### src/design/cscan_pkg.sv
// ----------------------------------------------------------------------------
// cscan_pkg: shared types and codes for the circle scan rasterizer
// Holds the result status codes, the command codes and the structs passed
// between the start check, the pixel test and the top level.
// ----------------------------------------------------------------------------
package cscan_pkg;

   // Command codes
   localparam logic CMD_START = 1'b0;
   localparam logic CMD_STEP  = 1'b1;

   // Result status codes
   localparam logic [2:0] ST_STARTED   = 3'd0;
   localparam logic [2:0] ST_PAINT     = 3'd1;
   localparam logic [2:0] ST_SKIP      = 3'd2;
   localparam logic [2:0] ST_OFFSCREEN = 3'd3;
   localparam logic [2:0] ST_NEGATIVE  = 3'd4;
   localparam logic [2:0] ST_BADCOLOUR = 3'd5;
   localparam logic [2:0] ST_IDLE      = 3'd6;

   // Largest legal palette index
   localparam logic [8:0] COLOUR_MAX = 9'd255;

   // Verdict of the start check
   typedef struct packed {
      logic       ok;
      logic [2:0] status;
   } start_verdict_type;

   // Verdict of the pixel test for the current scan position
   typedef struct packed {
      logic paint;
      logic last;
      logic row_end;
   } pixel_verdict_type;

endpackage

### src/design/cscan_start_check.sv
// ----------------------------------------------------------------------------
// cscan_start_check: validate a start command
// Checks the circle against the screen edge, sign, colour range and
// capacity, in that priority order.
// ----------------------------------------------------------------------------
module cscan_start_check #(
   parameter int RADIUS_MAX = 255,
   parameter int COORD_MAX  = 1023
) (
   input  logic signed [8:0]             radius,
   input  logic signed [10:0]            center_row,
   input  logic signed [10:0]            center_col,
   input  logic        [8:0]             colour,
   output cscan_pkg::start_verdict_type  verdict
);
   import cscan_pkg::*;

   logic signed [12:0] row_gap;
   logic signed [12:0] col_gap;
   logic               off_edge;
   logic               negative;
   logic               bad_colour;
   logic               too_big;

   // Distance from the top and left screen edges
   assign row_gap = 13'(center_row) - 13'(radius);
   assign col_gap = 13'(center_col) - 13'(radius);

   assign off_edge   = (row_gap < 13'sd1) || (col_gap < 13'sd1);
   assign negative   = center_row[10] || center_col[10] || radius[8];
   assign bad_colour = colour > COLOUR_MAX;
   assign too_big    = (32'(radius) > RADIUS_MAX) || (32'(center_row) > COORD_MAX)
                       || (32'(center_col) > COORD_MAX);

   // Pick the first failing check
   always_comb begin
      verdict.ok = 1'b0;
      if (off_edge) begin
         verdict.status = ST_OFFSCREEN;
      end else if (negative) begin
         verdict.status = ST_NEGATIVE;
      end else if (bad_colour) begin
         verdict.status = ST_BADCOLOUR;
      end else if (too_big) begin
         verdict.status = ST_OFFSCREEN;
      end else begin
         verdict.status = ST_STARTED;
         verdict.ok     = 1'b1;
      end
   end

endmodule

### src/design/cscan_pixel_test.sv
// ----------------------------------------------------------------------------
// cscan_pixel_test: distance test for one scan position
// Squares the two offsets, compares the sum against the radius square
// (disc or ring band) and flags the row end and the final position.
// ----------------------------------------------------------------------------
module cscan_pixel_test (
   input  logic        [7:0]          radius,
   input  logic                       fill,
   input  logic signed [8:0]          row_offset,
   input  logic signed [8:0]          col_offset,
   output cscan_pkg::pixel_verdict_type verdict
);
   import cscan_pkg::*;

   logic        [7:0]  row_mag;
   logic        [7:0]  col_mag;
   logic        [15:0] row_sq;
   logic        [15:0] col_sq;
   logic        [16:0] sum_sq;
   logic        [15:0] rad_sq;
   logic        [15:0] band_lo;
   logic        [16:0] band_hi;
   logic signed [8:0]  rad_s;

   // Magnitudes, offsets never reach -256
   assign row_mag = row_offset[8] ? 8'(-row_offset) : row_offset[7:0];
   assign col_mag = col_offset[8] ? 8'(-col_offset) : col_offset[7:0];

   assign row_sq  = row_mag * row_mag;
   assign col_sq  = col_mag * col_mag;
   assign sum_sq  = 17'(row_sq) + 17'(col_sq);
   assign rad_sq  = radius * radius;
   assign band_lo = rad_sq - 16'(radius);
   assign band_hi = 17'(rad_sq) + 17'(radius);

   // Paint inside the disc, or within the ring band
   always_comb begin
      if (fill) begin
         verdict.paint = sum_sq <= 17'(rad_sq);
      end else begin
         verdict.paint = (sum_sq >= 17'(band_lo)) && (sum_sq <= band_hi);
      end
   end

   // Scan position flags
   assign rad_s           = signed'({1'b0, radius});
   assign verdict.row_end = col_offset >= rad_s;
   assign verdict.last    = verdict.row_end && (row_offset >= rad_s);

endmodule

### src/design/circle_scan_rasterizer.sv
// ----------------------------------------------------------------------------
// circle_scan_rasterizer: raster scan of a disc or ring, one position a beat
// A start beat validates and latches a circle; each step beat tests the
// next offset of the square scan and reports paint or skip.
//
//   channel | direction | handshake          | payload
//   req     | in        | req_valid/req_stall | command, radius, centre, colour, fill
//   rsp     | out       | rsp_valid/rsp_stall | status, pixel row/col, colour, last
//
// Every beat is answered by one result in the cycle after it is taken; while req_stall
// is low, a new beat is taken every cycle. The result register is the only buffer: when
// it holds a beat and rsp_stall is high, req_stall rises in the same cycle.
// Reset (synchronous) clears the scan state and empties the result register.
// ----------------------------------------------------------------------------
module circle_scan_rasterizer #(
   parameter int RADIUS_MAX = 255,
   parameter int COORD_MAX  = 1023
) (
   input  logic               clock,
   input  logic               reset,
   input  logic               req_valid,
   output logic               req_stall,
   input  logic               req_command,
   input  logic signed [8:0]  req_radius,
   input  logic signed [10:0] req_center_row,
   input  logic signed [10:0] req_center_col,
   input  logic        [8:0]  req_colour,
   input  logic               req_fill_mode,
   output logic               rsp_valid,
   input  logic               rsp_stall,
   output logic        [2:0]  rsp_status,
   output logic        [10:0] rsp_pixel_row,
   output logic        [10:0] rsp_pixel_col,
   output logic        [7:0]  rsp_pixel_colour,
   output logic               rsp_last
);
   import cscan_pkg::*;

   // Scan state
   logic               busy_ff,       busy_in;
   logic        [7:0]  radius_ff,     radius_in;
   logic        [9:0]  row_ff,        row_in;
   logic        [9:0]  col_ff,        col_in;
   logic        [7:0]  colour_ff,     colour_in;
   logic               fill_ff,       fill_in;
   logic signed [8:0]  row_offset_ff, row_offset_in;
   logic signed [8:0]  col_offset_ff, col_offset_in;

   // Result register
   logic               rsp_valid_ff,  rsp_valid_in;
   logic        [2:0]  status_ff,     status_in;
   logic        [10:0] pix_row_ff,    pix_row_in;
   logic        [10:0] pix_col_ff,    pix_col_in;
   logic        [7:0]  pix_colour_ff, pix_colour_in;
   logic               last_ff,       last_in;

   logic               accept;
   start_verdict_type  start_v;
   pixel_verdict_type  pixel_v;
   logic signed [8:0]  neg_radius;

   cscan_start_check #(
      .RADIUS_MAX (RADIUS_MAX),
      .COORD_MAX  (COORD_MAX)
   ) u_start_check (
      .radius     (req_radius),
      .center_row (req_center_row),
      .center_col (req_center_col),
      .colour     (req_colour),
      .verdict    (start_v)
   );

   cscan_pixel_test u_pixel_test (
      .radius     (radius_ff),
      .fill       (fill_ff),
      .row_offset (row_offset_ff),
      .col_offset (col_offset_ff),
      .verdict    (pixel_v)
   );

   // Hold the input while the result register is full and stalled
   assign req_stall = rsp_valid_ff && rsp_stall;
   assign accept    = req_valid && !req_stall;

   assign neg_radius = -req_radius;

   // Work out the next scan state and the result of the accepted beat
   always_comb begin
      busy_in       = busy_ff;
      radius_in     = radius_ff;
      row_in        = row_ff;
      col_in        = col_ff;
      colour_in     = colour_ff;
      fill_in       = fill_ff;
      row_offset_in = row_offset_ff;
      col_offset_in = col_offset_ff;
      status_in     = status_ff;
      pix_row_in    = pix_row_ff;
      pix_col_in    = pix_col_ff;
      pix_colour_in = pix_colour_ff;
      last_in       = last_ff;
      if (accept) begin
         status_in     = ST_IDLE;
         pix_row_in    = '0;
         pix_col_in    = '0;
         pix_colour_in = '0;
         last_in       = 1'b0;
         if (req_command == CMD_START) begin
            status_in = start_v.status;
            if (start_v.ok) begin
               busy_in       = 1'b1;
               radius_in     = req_radius[7:0];
               row_in        = req_center_row[9:0];
               col_in        = req_center_col[9:0];
               colour_in     = req_colour[7:0];
               fill_in       = req_fill_mode;
               row_offset_in = neg_radius;
               col_offset_in = neg_radius;
            end
         end else if (busy_ff) begin
            status_in     = pixel_v.paint ? ST_PAINT : ST_SKIP;
            pix_row_in    = 11'({1'b0, row_ff}) + 11'(row_offset_ff);
            pix_col_in    = 11'({1'b0, col_ff}) + 11'(col_offset_ff);
            pix_colour_in = colour_ff;
            last_in       = pixel_v.last;
            // Advance the scan, column fastest
            if (pixel_v.last) begin
               busy_in = 1'b0;
            end else if (pixel_v.row_end) begin
               col_offset_in = -signed'({1'b0, radius_ff});
               row_offset_in = row_offset_ff + 9'sd1;
            end else begin
               col_offset_in = col_offset_ff + 9'sd1;
            end
         end
      end
   end

   // Fill on accept, drop when taken
   always_comb begin
      if (accept) begin
         rsp_valid_in = 1'b1;
      end else if (!rsp_stall) begin
         rsp_valid_in = 1'b0;
      end else begin
         rsp_valid_in = rsp_valid_ff;
      end
   end

   // Control and scan state
   always_ff @(posedge clock) begin
      if (reset) begin
         busy_ff       <= 1'b0;
         radius_ff     <= '0;
         row_ff        <= '0;
         col_ff        <= '0;
         colour_ff     <= '0;
         fill_ff       <= 1'b0;
         row_offset_ff <= '0;
         col_offset_ff <= '0;
         rsp_valid_ff  <= 1'b0;
      end else begin
         busy_ff       <= busy_in;
         radius_ff     <= radius_in;
         row_ff        <= row_in;
         col_ff        <= col_in;
         colour_ff     <= colour_in;
         fill_ff       <= fill_in;
         row_offset_ff <= row_offset_in;
         col_offset_ff <= col_offset_in;
         rsp_valid_ff  <= rsp_valid_in;
      end
   end

   // Result payload
   always_ff @(posedge clock) begin
      status_ff     <= status_in;
      pix_row_ff    <= pix_row_in;
      pix_col_ff    <= pix_col_in;
      pix_colour_ff <= pix_colour_in;
      last_ff       <= last_in;
   end

   assign rsp_valid        = rsp_valid_ff;
   assign rsp_status       = status_ff;
   assign rsp_pixel_row    = pix_row_ff;
   assign rsp_pixel_col    = pix_col_ff;
   assign rsp_pixel_colour = pix_colour_ff;
   assign rsp_last         = last_ff;

   // Final scan position ends the scan
   a_last_clears_busy : assert property (@(posedge clock) disable iff (reset)
      accept && req_command == CMD_STEP && busy_ff && pixel_v.last |=> !busy_ff)
      else $error("scan still busy after final position");

   // Accepted start arms the scan at the top left corner
   a_start_arms : assert property (@(posedge clock) disable iff (reset)
      accept && req_command == CMD_START && start_v.ok
      |=> busy_ff && row_offset_ff == col_offset_ff && status_ff == ST_STARTED)
      else $error("start did not arm the scan");

   // Non-pixel results carry zero fields
   a_idle_zero : assert property (@(posedge clock) disable iff (reset)
      rsp_valid_ff && status_ff != ST_PAINT && status_ff != ST_SKIP
      |-> pix_row_ff == '0 && pix_col_ff == '0 && pix_colour_ff == '0 && !last_ff)
      else $error("non-pixel result with nonzero fields");

endmodule

### config.mk
export PLATFORM = sky130hd
export DESIGN_NAME = circle_scan_rasterizer
export DESIGN_NICKNAME = d
export VERILOG_FILES = /design/src/design/cscan_pkg.sv /design/src/design/cscan_start_check.sv /design/src/design/cscan_pixel_test.sv /design/src/design/circle_scan_rasterizer.sv
export SDC_FILE = /design/constraint.sdc
export NUM_CORES = 1
export LEC_CHECK = 0
export CAP_MARGIN = 10
export CORE_MARGIN = 2
export CORE_UTILIZATION = 65
export CTS_CLUSTER_DIAMETER = 100
export DETAILED_ROUTE_END_ITERATION = 7
export DONT_BUFFER_PORTS = 1
export GPL_TIMING_DRIVEN = 0
export PLACE_DENSITY = 0.85
export SLEW_MARGIN = 20
export SYNTH_ARGS = -nofsm -noshare
export SYNTH_HDL_FRONTEND = slang
export SYNTH_SLANG_ARGS = --single-unit
### constraint.sdc
create_clock -name clock -period 9.95 [get_ports clock]
set_clock_uncertainty 0.2 [all_clocks]
set_input_delay 1.99 -clock clock [delete_from_list [all_inputs] [get_ports clock]]
set_output_delay 1.99 -clock clock [all_outputs]
set_load 0.02 [all_outputs]
==> flow_results.org, run 1 <==
** Outcome
- The run finished with clean final reports.

** GRT
- Aggregate global-route resource usage :: between 30% and 40%
- First-pass GRT wire length :: 57.5 mm
- The number of global-route vias before repair came to 11500.
- Maximum number of pins on one net before global-route repair :: 36
- The number of antenna violations at the first check in global routing was 1.
- Residual overflow from global routing :: 0

** Yosys
- The cell count after synthesis came out at about 1600.
- In the synthesized netlist the dominant register cell turns out to be dfxtp_1.
- The number of different library cells used by synthesis comes to 85.
- Post-synthesis sequential area ratio :: 16.0%
- After synthesis, the mean cell area works out to 8.57 sq um.
- Synth Register Bits :: 91
- EDFF count, synth :: 34
- Summing every instance area after synthesis gives between 10000 and 15000 sq um.
- Ys Warns :: 0
- In the synthesized netlist the async set-or-reset flop fraction comes to 0%.
- When the netlist entered floorplanning its net count stood at 1940.

** Die
- The die is around 150 um tall.
- Number of I/O pins :: 82
- The floorplan has 52 rows.
- The die covers 22000 sq um.
- For this configuration, the core starts out at a cell density of 66.5%.
- The region available for standard cell placement spans 20400 sq um.
- From left edge to right edge, the die measures 148 um.

** Layout
- Fraction of layout instances using a drive strength above 1 :: 5.31%
- Combined area of the multi-input logic cells :: ~10000 sq um
- Area growth syn-to-layout :: 5.79%
- Fill cells in the final layout number 1468.
- Post-Route Utilization :: between 70% and 80%
- Summing all flip-flop and latch instances after layout gives 2160 sq um.
- The repair_antennas step left the layout with diodes totalling 0.
- Final layout net count :: 1956

** STA
- After layout, the worst setup slack is between 0.3 and 0.4 ns.
- Total count of hold-check failures in the final report :: 0
- Number of pins exceeding their max-slew limit in the final report :: 0
- After layout, the worst path uses 96.6% of the clock period.
- Setup violations remaining at the end of the flow were counted as 0.
- In this run the tightest slew margin relative to its limit is 45.6%.
- Transition at the pin with the smallest max-transition slack :: 0.804 ns
- Based on the critical path, the design can be clocked at up to 104 MHz.
- Crit path time final :: between 9 and 10 ns

** CTS
- Hold bufs inserted after CTS :: 0
- Counting along the longest clock path gives a buffer depth of 2.
- Clock tree synthesis inserted a total of 9 buffers.
- CTS H-Tree Depth :: 3
- In this run the clock root is driven by a clkbuf_16.
- The later pin in the worst-skew pair is clocked with a latency of 0.35 ns.
- After clock tree synthesis, the clock-pin slew on the worst setup and hold paths is 0.07 ns.
- Clock tree synthesis found a total of 91 sinks.
- TritonCTS built the clock tree.

** Routing
- Number of detailed-routing iterations run before antenna repair :: 7
- Via-to-Cell Ratio :: 6.22
- Post-route met1 wirelength :: 14.6 mm
- Summed over all layers, the routed wires come to 36.1 mm.
- Highest metal layer with signal wires :: met5
- The final route contains 11600 vias.
- After detailed routing, the number of remaining DRC violations is 0.
- Number of violations reported at the end of detailed-routing iteration 0 :: about 1100
- In this run the remaining antenna-violating nets after routing total 0.
- After detailed routing, the average wire length per cell comes to between 15 and 20 um.
- After detailed routing, the met3 layer carries 3.32 mm of wire.
- Detailed routing placed a total of 16.8 mm of wire on met2.

** Setup path
- STA classifies the critical path endpoint as a flip-flop.
- Depth of the most critical reg-to-reg path :: 31
- Data arrives at the worst endpoint at 9.50 ns.
- Crit Path Max Fanout :: 11
- The worst setup path is of the flip-flop to flip-flop kind.
- Most frequent cell on the critical path :: fa_1
- Largest stage delay on the critical path :: 0.60 ns
- Highest-delay cell along the critical path :: a221oi_1
- The worst setup path is launched from a flip-flop.
- At the worst endpoint, the required time is a little under 10 ns.

** Place
- Routability-driven placement finished with a final weighted congestion of a little under 1.
- HPWL after detailed placement :: 28.9 mm
- Port buffering added 0 buffers.
- Before CTS, the worst setup slack after placement is -0.0313 ns.

** Flow run
- Max-cap violations in this run came to 0.

** Power and ir drop
- Leakage power of the design :: 6.91 nW
- Maximum vdd ir drop :: 0.0000835 V
- In this run the power density over the cells is around 63 nW/um^2.
- Post-layout power :: around 0.9 mW

** Min path
- Hold depth :: 2
- Hold Path Class :: flip-flop to flip-flop
## state kept, by name (all words and copies together), names as in the netlist
signal	count
rsp_last	1
rsp_pixel_row	11
radius_ff	8
col_ff	10
rsp_pixel_colour	8
rsp_valid	1
busy_ff	1
rsp_status	3
fill_ff	1
colour_ff	8
rsp_pixel_col	11
col_offset_ff	9
row_offset_ff	9
row_ff	10
## cell type report
cell class | instances | area share, %
multi-input combinational | 1216 | 72.9
sequential | 91 | 15.1
inverter | 231 | 6.05
tap | 270 | 2.36
clock buffer | 9 | 1.57
buffer | 42 | 1.20
clock inverter | 7 | 0.577
timing repair buffer | 5 | 0.262
## stage by stage
stage | hold slack (ns) | std cells | TNS [ns] | cell area (sq um)
floorplan | 0.249 | 1580 | 0 | 13500
global placement | 0.266 | 1850 | 0 | 13900
detailed placement | 0.282 | 1850 | -0.0313 | 13900
CTS | 0.309 | 1866 | 0 | 14200
global route | 0.339 | 1871 | -0.00620 | 14300
finish | 0.313 | 1871 | 0 | 14300
## worst paths after layout
path | from | endpoint | slack (ns)
max | col_offset_ff[0]$_SDFFE_PP0P_ | rsp_status[0]$_DFFE_PP_ | 0.34
min | colour_ff[0]$_SDFFE_PP0P_ | colour_ff[0]$_SDFFE_PP0P_ | 0.31
max reg2reg | col_offset_ff[0]$_SDFFE_PP0P_ | rsp_status[0]$_DFFE_PP_ | 0.34
min reg2reg | colour_ff[0]$_SDFFE_PP0P_ | colour_ff[0]$_SDFFE_PP0P_ | 0.31
## power by group
part,total [mW],internal [mW],switching [mW]
registers,0.408,0.394,0.0133
clock network,0.358,0.200,0.158
logic,0.137,0.0539,0.0826
## cells in the mapped netlist, types with 5 or more instances
cell type  count  area [sq um]
mux2_2         5          56.3
o21a_1        17           128
or4_1          5          37.5
a21oi_1       86           430
nor4_1         5          31.3
nor3_1        23           115
a31oi_1        7          43.8
dfxtp_1       57          1140
or2_2         10          62.6
and3_1        21           131
or3_1         10          62.6
nand2b_1      32           200
o21ai_0       50           250
nand2_1      102           383
edfxtp_1      34          1020
inv_1        227           852
nand4_1       12          75.1
xnor2_1       72           631
nand3_1       25           125
o21bai_1       6          45.0
a211oi_1      13          97.6
and2_1         8          50.1
mux2i_1       35           350
ha_1         208          2600
nor3b_1       10          75.1
clkbuf_1      35           131
o211ai_1      11          82.6
nor2_1       158           593
fa_1         106          2120
a21o_1        37           278
nor2b_1       16           100
o31ai_1        9          67.6
xor2_1        33           289
a21boi_0       7          52.6
## layer usage
layer,vias to the layer above,GRT usage (%)
li1,5385,-
met5,-,0
met1,5537,43.8
met2,573,54.1
met3,132,5.12
met4,2,10.5
## critical path, delay by kind of cell, from the launching register on
family | cells | cell delay (ns)
AOI/OAI and AO/OA | 10 | 2.39
xor gates and xnor gates | 2 | 0.73
adders and majority gates | 9 | 4.23
buffers and inverters | 4 | 0.44
DFF | 1 | 0.49
and+or+nand+nor | 6 | 0.86
## cells by family after synthesis
logic type                 synth area share (%)
AOI/OAI and AO/OA                          14.6
xor gates and xnor gates                   7.24
adders and majority gates                  35.0
buffers and inverters                      7.63
DFF                                        16.0
muxes                                      3.00
and+or+nand+nor                            16.5
## timing repair
action	CTS	global route
endpoints found under the setup margin	1	2
pin swaps	0	1
resized for setup	3	19
setup buffers	0	5
cloned	0	0
## layout by cell type (no fill, tap or decap), drive strengths merged, types with 5 or more instances in the layout
cell type    n
dfxtp       57
nor3b       10
clkbuf      44
edfxtp      34
o21bai       6
mux2i       35
o2111ai      5
o21ai       55
a21boi       8
buf         12
and2         8
a21oi       88
fa         106
xor2        36
a31oi        7
or4          5
nor3        23
or2         10
nand2b      32
nor2       159
a221oi       5
nand3       25
nor2b       16
o21a        17
nand2      103
o31ai        9
nor4         7
xnor2       72
o211ai      13
a21o        37
mux2         5
nand4       13
ha         208
inv        232
or3         11
a211oi      15
and3        21
Power figures use the tool's default switching activity.
==> run 2: changes to the inputs <==
--- a/config.mk
+++ b/config.mk
@@ -7,12 +7,12 @@
 export LEC_CHECK = 0
 export CAP_MARGIN = 10
 export CORE_MARGIN = 2
-export CORE_UTILIZATION = 65
+export CORE_UTILIZATION = 60
 export CTS_CLUSTER_DIAMETER = 100
 export DETAILED_ROUTE_END_ITERATION = 7
 export DONT_BUFFER_PORTS = 1
 export GPL_TIMING_DRIVEN = 0
-export PLACE_DENSITY = 0.85
+export PLACE_DENSITY = 0.79
 export SLEW_MARGIN = 20
 export SYNTH_ARGS = -nofsm -noshare
 export SYNTH_HDL_FRONTEND = slang
==> constraint.sdc (replaced) <==
create_clock -name clock -period 8.37 [get_ports clock]
set_clock_uncertainty 0.2 [all_clocks]
set_input_delay 1.674 -clock clock [delete_from_list [all_inputs] [get_ports clock]]
set_output_delay 1.674 -clock clock [all_outputs]
set_load 0.02 [all_outputs]
==> run 2 against run 1 <==
The flow now finishes with violations (negative setup slack). Wire length is 6.4% higher. Final area is 8.1% higher. Combinational power is 28% higher. Total power is 18% higher. Worst setup slack worse by 0.72 ns. Register-to-register slack worse by 0.72 ns. Cell count is 4.3% higher. Sequential cell count stayed put. Global-route usage is 1.2 points lower. Sequential share of layout area is 0.87 points lower. Die area is 8.1% higher. Sequential power is 18% higher. Critical path type unchanged. Largest power group unchanged. Highest routed layer is now met4.
==> flow_results.org, run 2 (same netlist as run 1, synthesis figures left out) <==
** Outcome
- Run status: complete, but fails checks (was complete, no violations).
- The final reports fail on negative setup slack.

** Layout
- Fillers :: 1631 (was 1468)
- The area occupied by multi-input gates came to 11000 sq um (was 10400 sq um).
- Most frequent cells in the layout :: inv_1 (212), ha_1 (199), nor2_1 (150) (was inv_1 (225), ha_1 (208), nor2_1 (158))
- The layout-stage area growth over the synthesis result came to 14.4% (was 5.79%).
- The layout net count was 2026 (was 1956).
- Post-Route Utilization :: 70.5% (was 70.3%)
- Area of all placed cells without fillers :: 15500 sq um (was 14300 sq um)
- The most common cell after layout, fill and taps aside is inv_1 (unchanged).
- The share of cells above drive strength 1 is 16.0% (was 5.31%).
- The register area was 2200 sq um (was 2160 sq um).
- The post-layout instance count excluding filler cells was 1952 (was 1871).

** STA
- Transition at the pin with the smallest max-transition slack :: 0.958 ns (was 0.804 ns)
- Setup repair after global routing could not meet its margin everywhere.
- Post-Route Hold Slack :: 0.294 ns (was 0.313 ns)
- The final max-slew violation count came to 0 (unchanged).
- The final count of hold timing violations was 0 (unchanged).
- Period Utilization, post-route :: 105% (was 96.6%)
- The post-route setup TNS is -0.751 ns (was 0 ns).
- The relative max-transition margin came to 35.6% (was 45.6%).
- Worst Setup Slack, final :: -0.378 ns (was 0.340 ns)
- Highest achievable clock rate :: 114 MHz (was 104 MHz)
- # setup viols final :: 2 (was 0)
- The final critical-path required period is 8.75 ns (was 9.61 ns).

** Setup path
- The biggest cell delay along the critical path was 0.65 ns (was 0.60 ns).
- The endpoint class of the critical path is a flip-flop (unchanged).
- Path type of the worst setup path :: flip-flop to flip-flop (unchanged)
- Worst Setup Start Kind :: flip-flop (unchanged)
- The required time at the endpoint of the critical path came to 8.28 ns (was 9.84 ns).
- Crit Path Max Fanout :: 7 (was 11)
- The cell repeated most along the worst path is inv_1 (was fa_1).
- Highest-delay cell along the critical path :: xnor2_1 (was a221oi_1)
- Critical path arrival :: 8.66 ns (was 9.50 ns)

** Die
- Number of I/O pins :: 82 (unchanged)
- The placeable core region came to 22000 sq um (was 20400 sq um).
- The cell row count came to 54 (was 52).
- Die boundary height :: 154 um (was 148 um)
- The width of the die came to 154 um (was 148 um).
- Overall die area :: 23800 sq um (was 22000 sq um)
- Initial core utilization :: 61.7% (was 66.5%)

** Place
- The quantity of I/O buffers inserted on ports came to 0 (unchanged).
- HPWL after detailed placement :: 29.1 mm (was 28.9 mm)
- Cell total after placement :: 1860 (was 1850)
- The last weighted congestion value of the routability-driven placer was 0.998 (was 0.992).
- Placed standard-cell area :: 13900 sq um (about the same)

** Power and ir drop
- The peak supply drop was 0.0000917 V (was 0.0000835 V).
- Leakage power of the design :: 7.35 nW (was 6.91 nW)
- Power density relative to cell area :: 68.6 nW/um^2 (was 63.0 nW/um^2)

** Routing
- Number of violations reported at the end of detailed-routing iteration 0 :: 1003 (was 1091)
- The count of antenna-violating nets left after detailed routing was 0 (unchanged).
- Via-to-Cell Ratio :: 6.07 (was 6.22)
- Met2 wire len :: 18.1 mm (was 16.8 mm)
- Post-route met1 wirelength :: 15.6 mm (was 14.6 mm)
- Via total after detailed routing :: 11900 (was 11600)
- Detailed-route wire length :: 38.4 mm (was 36.1 mm)
- DRC errors left :: 0 (unchanged)
- The final routed wire length divided by cell count is 19.7 um (was 19.3 um).
- The number of search-and-repair iterations in the first detailed-routing pass is 5 (was 7).
- Highest metal layer with signal wires :: met4 (was met5)
- The wire length on met3 is 3.38 mm (was 3.32 mm).

** CTS
- Num CTS Buffers :: 9 (unchanged)
- Maximum clock insertion buffer count :: 2 (unchanged)
- CTS H-Tree Depth :: 3 (unchanged)
- Num Clock Sinks :: 91 (unchanged)
- The clock-pin transition on the worst setup and hold timing paths is 0.07 ns (about the same).
- TritonCTS clock tree :: done (unchanged)
- Skew-Pair Late Insertion Delay :: 0.36 ns (was 0.35 ns)
- Clock tree root buffer cell :: clkbuf_16 (unchanged)

** GRT
- Aggregate global-route resource usage :: 31.4% (was 32.6%)
- The number of global-route vias before repair is 11900 (was 11500).
- The wire length of the first global-routing pass is 59.5 mm (was 57.5 mm).
- Residual overflow from global routing :: 0 (unchanged)
- The number of antenna violations at the first check in global routing is 1 (unchanged).
- The maximum number of pins on one net before global-route repair came to 36 (unchanged).

** Min path
- Hold Path Class :: flip-flop to flip-flop (unchanged)

** Flow run
- The number of violations of the max-capacitance limit came to 0 (unchanged).
## run 2: cell types whose count changed in the layout (fill, tap and decap cells not counted), moves of 7 or more
| cell | change |
|---|---|
| buf_4 | +73 |
| dfxtp_1 | -13 |
| inv_1 | -13 |
| dfxtp_4 | +10 |
| inv_2 | +10 |
| ha_1 | -9 |
| clkbuf_1 | -8 |
| nor2_1 | -8 |
| o21ai_0 | -8 |
| o21ai_2 | +8 |
| a21oi_1 | -7 |
| a21oi_2 | +7 |
| ha_4 | +7 |
## run 2: what timing repair did
item | 4_1_cts | 5_1_grt
pin swaps | 61 | 54
hold buffers | 0 | 0
resized for setup | 123 | 55
setup endpoints to repair | 2 | 2
setup buffers | 46 | 35
## run 2: final timing paths
kind / cells after the start / from / end / slack (ns)
max reg2reg: 34 / row_offset_ff[1]$_SDFFE_PP0P_ / rsp_status[0]$_DFFE_PP_ / -0.38
max: 34 / row_offset_ff[1]$_SDFFE_PP0P_ / rsp_status[0]$_DFFE_PP_ / -0.38
min: 2 / colour_ff[6]$_SDFFE_PP0P_ / colour_ff[6]$_SDFFE_PP0P_ / 0.29
min reg2reg: 2 / colour_ff[6]$_SDFFE_PP0P_ / colour_ff[6]$_SDFFE_PP0P_ / 0.29
## run 2: stage by stage
step | setup slack, ns | power, mW
3_5_place_dp | -1.54 | 0.652
2_1_floorplan | 0.0122 | 0.612
5_1_grt | -0.546 | 1.10
6_report | -0.378 | 1.06
3_3_place_gp | -1.43 | 0.648
4_1_cts | -0.221 | 1.05
## run 2: metal layers
| metal | global-route usage (%) | up-vias |
|---|---|---|
| li1 | - | 5521 |
| met1 | 40.2 | 5711 |
| met2 | 52.3 | 489 |
| met3 | 7.93 | 134 |
| met4 | 9.79 | 0 |
| met5 | 0 | - |
## run 2: worst max-delay path, delay by kind of cell (launching register included)
kind / cells / cell delay (ns)
flip-flops: 1 / 0.39
XOR/XNOR: 2 / 0.83
AND/OR/NAND/NOR: 2 / 0.66
AO/OA/AOI/OAI: 8 / 1.39
adder cells (fa/ha/maj): 8 / 3.36
multiplexers: 1 / 0.33
buffers and inverters: 13 / 1.36
## run 2: cell type report
class / count / share of cell area [%]
multi-input cells: 1216 / 70.9
flip-flops and latches: 91 / 14.2
inverters: 231 / 5.66
repair buffers: 81 / 4.02
well taps: 280 / 2.26
clock buffers: 9 / 1.45
plain buffers: 36 / 1.03
clock inverters: 7 / 0.412
diodes: 1 / 0.0162
## run 2: power breakdown
group	internal, mW	switching, mW
clock network	0.209	0.197
registers	0.465	0.0158
logic	0.0712	0.104
total	0.746	0.317
==> run 3: changes to the inputs <==
--- a/config.mk
+++ b/config.mk
@@ -5,14 +5,16 @@
 export SDC_FILE = /design/constraint.sdc
 export NUM_CORES = 1
 export LEC_CHECK = 0
+export ABC_AREA = 1
 export CAP_MARGIN = 10
+export CORE_ASPECT_RATIO = 2
 export CORE_MARGIN = 2
-export CORE_UTILIZATION = 60
+export CORE_UTILIZATION = 61
 export CTS_CLUSTER_DIAMETER = 100
 export DETAILED_ROUTE_END_ITERATION = 7
 export DONT_BUFFER_PORTS = 1
 export GPL_TIMING_DRIVEN = 0
-export PLACE_DENSITY = 0.79
+export PLACE_DENSITY = 0.8
 export SLEW_MARGIN = 20
 export SYNTH_ARGS = -nofsm -noshare
 export SYNTH_HDL_FRONTEND = slang
==> run 3 against run 2 <==
Sequential share of layout area is 0.10 points higher. Hold slack worse by 0.023 ns. Global-route usage grew 2.2 points. The flow now finishes without violations. Critical path depth unchanged. Via count rose by 9.9%. Cell count grew 17%. Final area fell by 2.0%. Register-to-register slack better by 0.75 ns. Clock power grew 6.4%. Combinational power increased to 4.4 times the previous value. Highest routed layer unchanged. Sequential cell count did not move.
==> flow_results.org, run 3 <==
** CTS
- Num CTS Buffers :: 9 (unchanged)
- Skew-Pair Late Insertion Delay :: 0.36 ns (about the same)
- The hold-fix buffer count after cts came to 0 (unchanged).
- The maximum level of the CTS H-tree was 3 (unchanged).
- The clock-pin transition on the worst setup and hold timing paths was 0.07 ns (about the same).
- Num Clock Sinks :: 91 (unchanged)
- The root buffer cell was clkbuf_16 (unchanged).
- Maximum clock insertion buffer count :: 2 (unchanged)
- The clock tree from TritonCTS is done (unchanged).

** STA
- Number of pins exceeding their max-slew limit in the final report :: 0 (unchanged)
- Transition at the pin with the smallest max-transition slack :: 0.793 ns (was 0.958 ns)
- The worst-case setup margin in the final layout came to 0.368 ns (was -0.378 ns).
- The final-layout worst hold slack was 0.271 ns (was 0.294 ns).
- The relative max-transition margin was 46.6% (was 35.6%).
- Highest achievable clock rate :: 125 MHz (was 114 MHz)
- Total count of hold-check failures in the final report :: 0 (unchanged)
- Crit path time final :: 8.00 ns (was 8.75 ns)
- Period Utilization, post-route :: 95.6% (was 105%)
- # setup viols final :: 0 (was 2)
- The post-route setup TNS is 0 ns (was -0.751 ns).

** Yosys
- The gate count of the mapped netlist was 1966 (was 1580).
- Largest family of logic cells by synthesized area :: adder cells (unchanged)
- The complex-gate fraction of the synthesized area was 11.4% (was 14.6%).
- Portion of netlist area occupied by mux cells :: 0% (was 3.00%)
- The most repeated cell in the gate-level netlist after synthesis is nand2_1 (was inv_1).
- The top flip-flop cell by instance count after synthesis is dfxtp_1 (unchanged).
- Post-synthesis sequential area ratio :: 15.3% (was 16.0%)
- The net count of the mapped netlist was 2326 (was 1940).
- The distinct cell type count after synthesis is 53 (was 85).
- Synthesized-area fraction occupied by and/or/nand/nor cells :: 23.2% (was 16.5%)
- The post-synthesis area per instance was 7.19 sq um (was 8.57 sq um).
- The share of synthesized registers carrying an async set or reset was 0% (unchanged).
- Mapped Area :: 14100 sq um (was 13500 sq um)
- The proportion of netlist area held by the largest area contributor is 18.4% (was 19.2%).
- Ys Warns :: 0 (unchanged)
- Synth Register Bits :: 91 (unchanged)
- Xor/xnor cell area share of the yosys netlist :: 5.15% (was 7.24%)
- Biggest area contributors in the synthesized netlist :: ha_1 (18%), fa_1 (15%), nand2_1 (10%) (was ha_1 (19%), fa_1 (16%), dfxtp_1 (8.4%))
- Most instantiated cells after synthesis :: nand2_1 (392), inv_1 (369), ha_1 (208) (was inv_1 (227), ha_1 (208), nor2_1 (158))
- The number of synthesized flops with an enable pin came to 34 (unchanged).
- Synthesized-area fraction occupied by adder cells :: 33.4% (was 35.0%)
- The largest area contributor in the netlist is ha_1 (unchanged).

** GRT
- Residual overflow from global routing :: 0 (unchanged)
- First-pass GRT wire length :: 64.9 mm (was 59.5 mm)
- The maximum number of pins on one net before global-route repair came to 20 (was 36).
- The number of antenna violations at the first check in global routing was 0 (was 1).
- Vias in the first global route :: 13500 (was 11900)
- The total track usage was 33.6% (was 31.4%).

** Flow run
- The number of violations of the max-capacitance limit is 0 (unchanged).

** Power and ir drop
- Maximum vdd ir drop :: 0.000153 V (was 0.0000917 V)
- The power density relative to cell area was 112 nW/um^2 (was 68.6 nW/um^2).
- The static power due to leakage was 8.03 nW (was 7.35 nW).
- Post-layout power :: 1.71 mW (was 1.06 mW)

** Die
- Total core area :: 22700 sq um (was 22000 sq um)
- Overall die area :: 24500 sq um (was 23800 sq um)
- Die extent in x :: 112 um (was 154 um)
- The count of boundary I/O pins is 82 (unchanged).
- The initial standard-cell utilization of the core was 62.2% (was 61.7%).
- The floorplan die height was 219 um (was 154 um).
- The cell row count came to 78 (was 54).

** Routing
- Number of violations reported at the end of detailed-routing iteration 0 :: 730 (was 1003)
- The total detailed-routing wirelength is 41.2 mm (was 38.4 mm).
- The final routed wire length divided by cell count came to 18.1 um (was 19.7 um).
- The ratio of routed vias to standard cells is 5.71 (was 6.07).
- The count of antenna-violating nets left after detailed routing was 0 (unchanged).
- Number of detailed-routing iterations run before antenna repair :: 5 (unchanged)
- Via total after detailed routing :: 13000 (was 11900)
- The detailed-route DRC error count was 0 (unchanged).

** Setup path
- Depth of the most critical reg-to-reg path :: 34 (unchanged)
- Setup slack of the worst register-to-register path :: 0.37 ns (was -0.38 ns)
- The slowest cell on the critical path was fa_1 (was xnor2_1).
- The end point of the critical path was rsp_status[1]$_DFFE_PP_ (was rsp_status[0]$_DFFE_PP_).
- Crit Path Max Fanout :: 6 (was 7)
- The biggest cell delay along the critical path was 0.56 ns (was 0.65 ns).
- Path type of the worst setup path :: flip-flop to flip-flop (unchanged)
- Category of the worst setup path capture point :: flip-flop (unchanged)
- The data arrival time at the worst-slack endpoint is 7.91 ns (was 8.66 ns).
- Most frequent cell on the critical path :: fa_1 (was inv_1)
- Start point of the critical path :: row_offset_ff[1]$_SDFFE_PP0P_ (unchanged)
- The terminus of the critical flop-to-flop path is rsp_status[1]$_DFFE_PP_ (was rsp_status[0]$_DFFE_PP_).
- WP data required :: 8.28 ns (about the same)
- Reg-to-reg critical path startpoint :: row_offset_ff[1]$_SDFFE_PP0P_ (unchanged)
- Worst Setup Start Kind :: flip-flop (unchanged)

** Layout
- The number of diodes is 0 (was 1).
- The layout-stage area growth over the synthesis result is 7.36% (was 14.4%).
- The layout net count was 2357 (was 2026).
- The most common cell after layout, fill and taps aside was nand2_1 (was inv_1).
- Post-Route Utilization :: 66.7% (was 70.5%)
- The share of cells above drive strength 1 came to 7.64% (was 16.0%).
- Most frequent cells in the layout :: nand2_1 (384), inv_1 (362), ha_1 (205) (was inv_1 (212), ha_1 (199), nor2_1 (150))

** Place
- The quantity of I/O buffers inserted on ports was 0 (unchanged).
- The placed wire-length estimate after detailed placement came to 34.6 mm (was 29.1 mm).
- GPL Wtd Cong :: 0.966 (was 0.998)
- The post-placement worst setup slack came to -0.927 ns (was -1.54 ns).

** Min path
- The kind of path behind the tightest hold check is flip-flop to flip-flop (unchanged).

** Outcome
- Run status: complete, no violations (was complete, but fails checks).
## run 3: cell types whose count changed after synthesis, moves of 35 or more
cell	previous run	this run
inv_1	227	369
mux2i_1	35	0
nand3_1	25	82
a21oi_1	86	151
xnor2_1	72	21
nand2_1	102	392
## run 3: cell families after synthesis
group,Yosys count
xor gates and xnor gates,81
DFF,91
adders and majority gates,314
buffers and inverters,424
and+or+nand+nor,769
AOI/OAI and AO/OA,287
## run 3: worst max-delay path, delay by kind of cell (launching register included)
family	cells	cell delay (ns)
flip-flops	1	0.36
buffers and inverters	7	0.61
XOR/XNOR	2	0.32
AO/OA/AOI/OAI	5	1.03
adder cells (fa/ha/maj)	9	3.84
AND/OR/NAND/NOR	11	1.38
## run 3: through the flow
step,instance area [sq um],cells
3_3_place_gp,14500,2246
4_1_cts,14900,2269
6_report,15200,2282
3_5_place_dp,14500,2247
5_1_grt,15200,2282
2_1_floorplan,14100,1966
## run 3: final cells by class
class	instances	area, sq um
multi-input combinational	1451	10500
clock buffer	9	225
sequential	91	2180
inverter	382	1450
timing repair buffer	20	170
tap	280	350
buffer	42	200
fill	2012	7560
clock inverter	7	90.1
## run 3: what timing repair did
| action | in CTS | in global routing |
|---|---|---|
| pin swaps | 2 | 7 |
| buffers inserted | 6 | 13 |
| resized for setup | 16 | 53 |
| cloned | 0 | 0 |
| setup endpoints to repair | 2 | 2 |
| hold endpoints to repair | 0 | 0 |
## run 3: worst min-delay path by stage
| stage | end | cells past startpoint | from | slack, ns |
|---|---|---|---|---|
| after CTS | row_ff[0]$_SDFFE_PP0P_ | 2 | row_ff[0]$_SDFFE_PP0P_ | 0.27 |
| final | row_ff[8]$_SDFFE_PP0P_ | 2 | row_ff[8]$_SDFFE_PP0P_ | 0.27 |
| after global placement | col_ff[0]$_SDFFE_PP0P_ | 2 | col_ff[0]$_SDFFE_PP0P_ | 0.26 |
| after floorplan | row_ff[2]$_SDFFE_PP0P_ | 2 | row_ff[2]$_SDFFE_PP0P_ | 0.24 |
| after global routing | row_ff[7]$_SDFFE_PP0P_ | 2 | row_ff[7]$_SDFFE_PP0P_ | 0.29 |
| after detailed placement | row_ff[8]$_SDFFE_PP0P_ | 2 | row_ff[8]$_SDFFE_PP0P_ | 0.26 |
## run 3: report_power, final
| group | internal, mW | switching (mW) | total (mW) |
|---|---|---|---|
| clock | 0.238 | 0.194 | 0.432 |
| combinational | 0.283 | 0.481 | 0.764 |
| sequential | 0.476 | 0.0335 | 0.510 |
## run 3: routing by layer
layer	up-vias	part of all wire [%]	wire length, um	global-route usage [%]
li1	6341	-	-	-
met1	6052	32	13300	30.5
met2	427	54	22400	64.9
met3	210	3.9	1620	3.40
met4	0	9.4	3890	28.5
met5	-	0	0	0
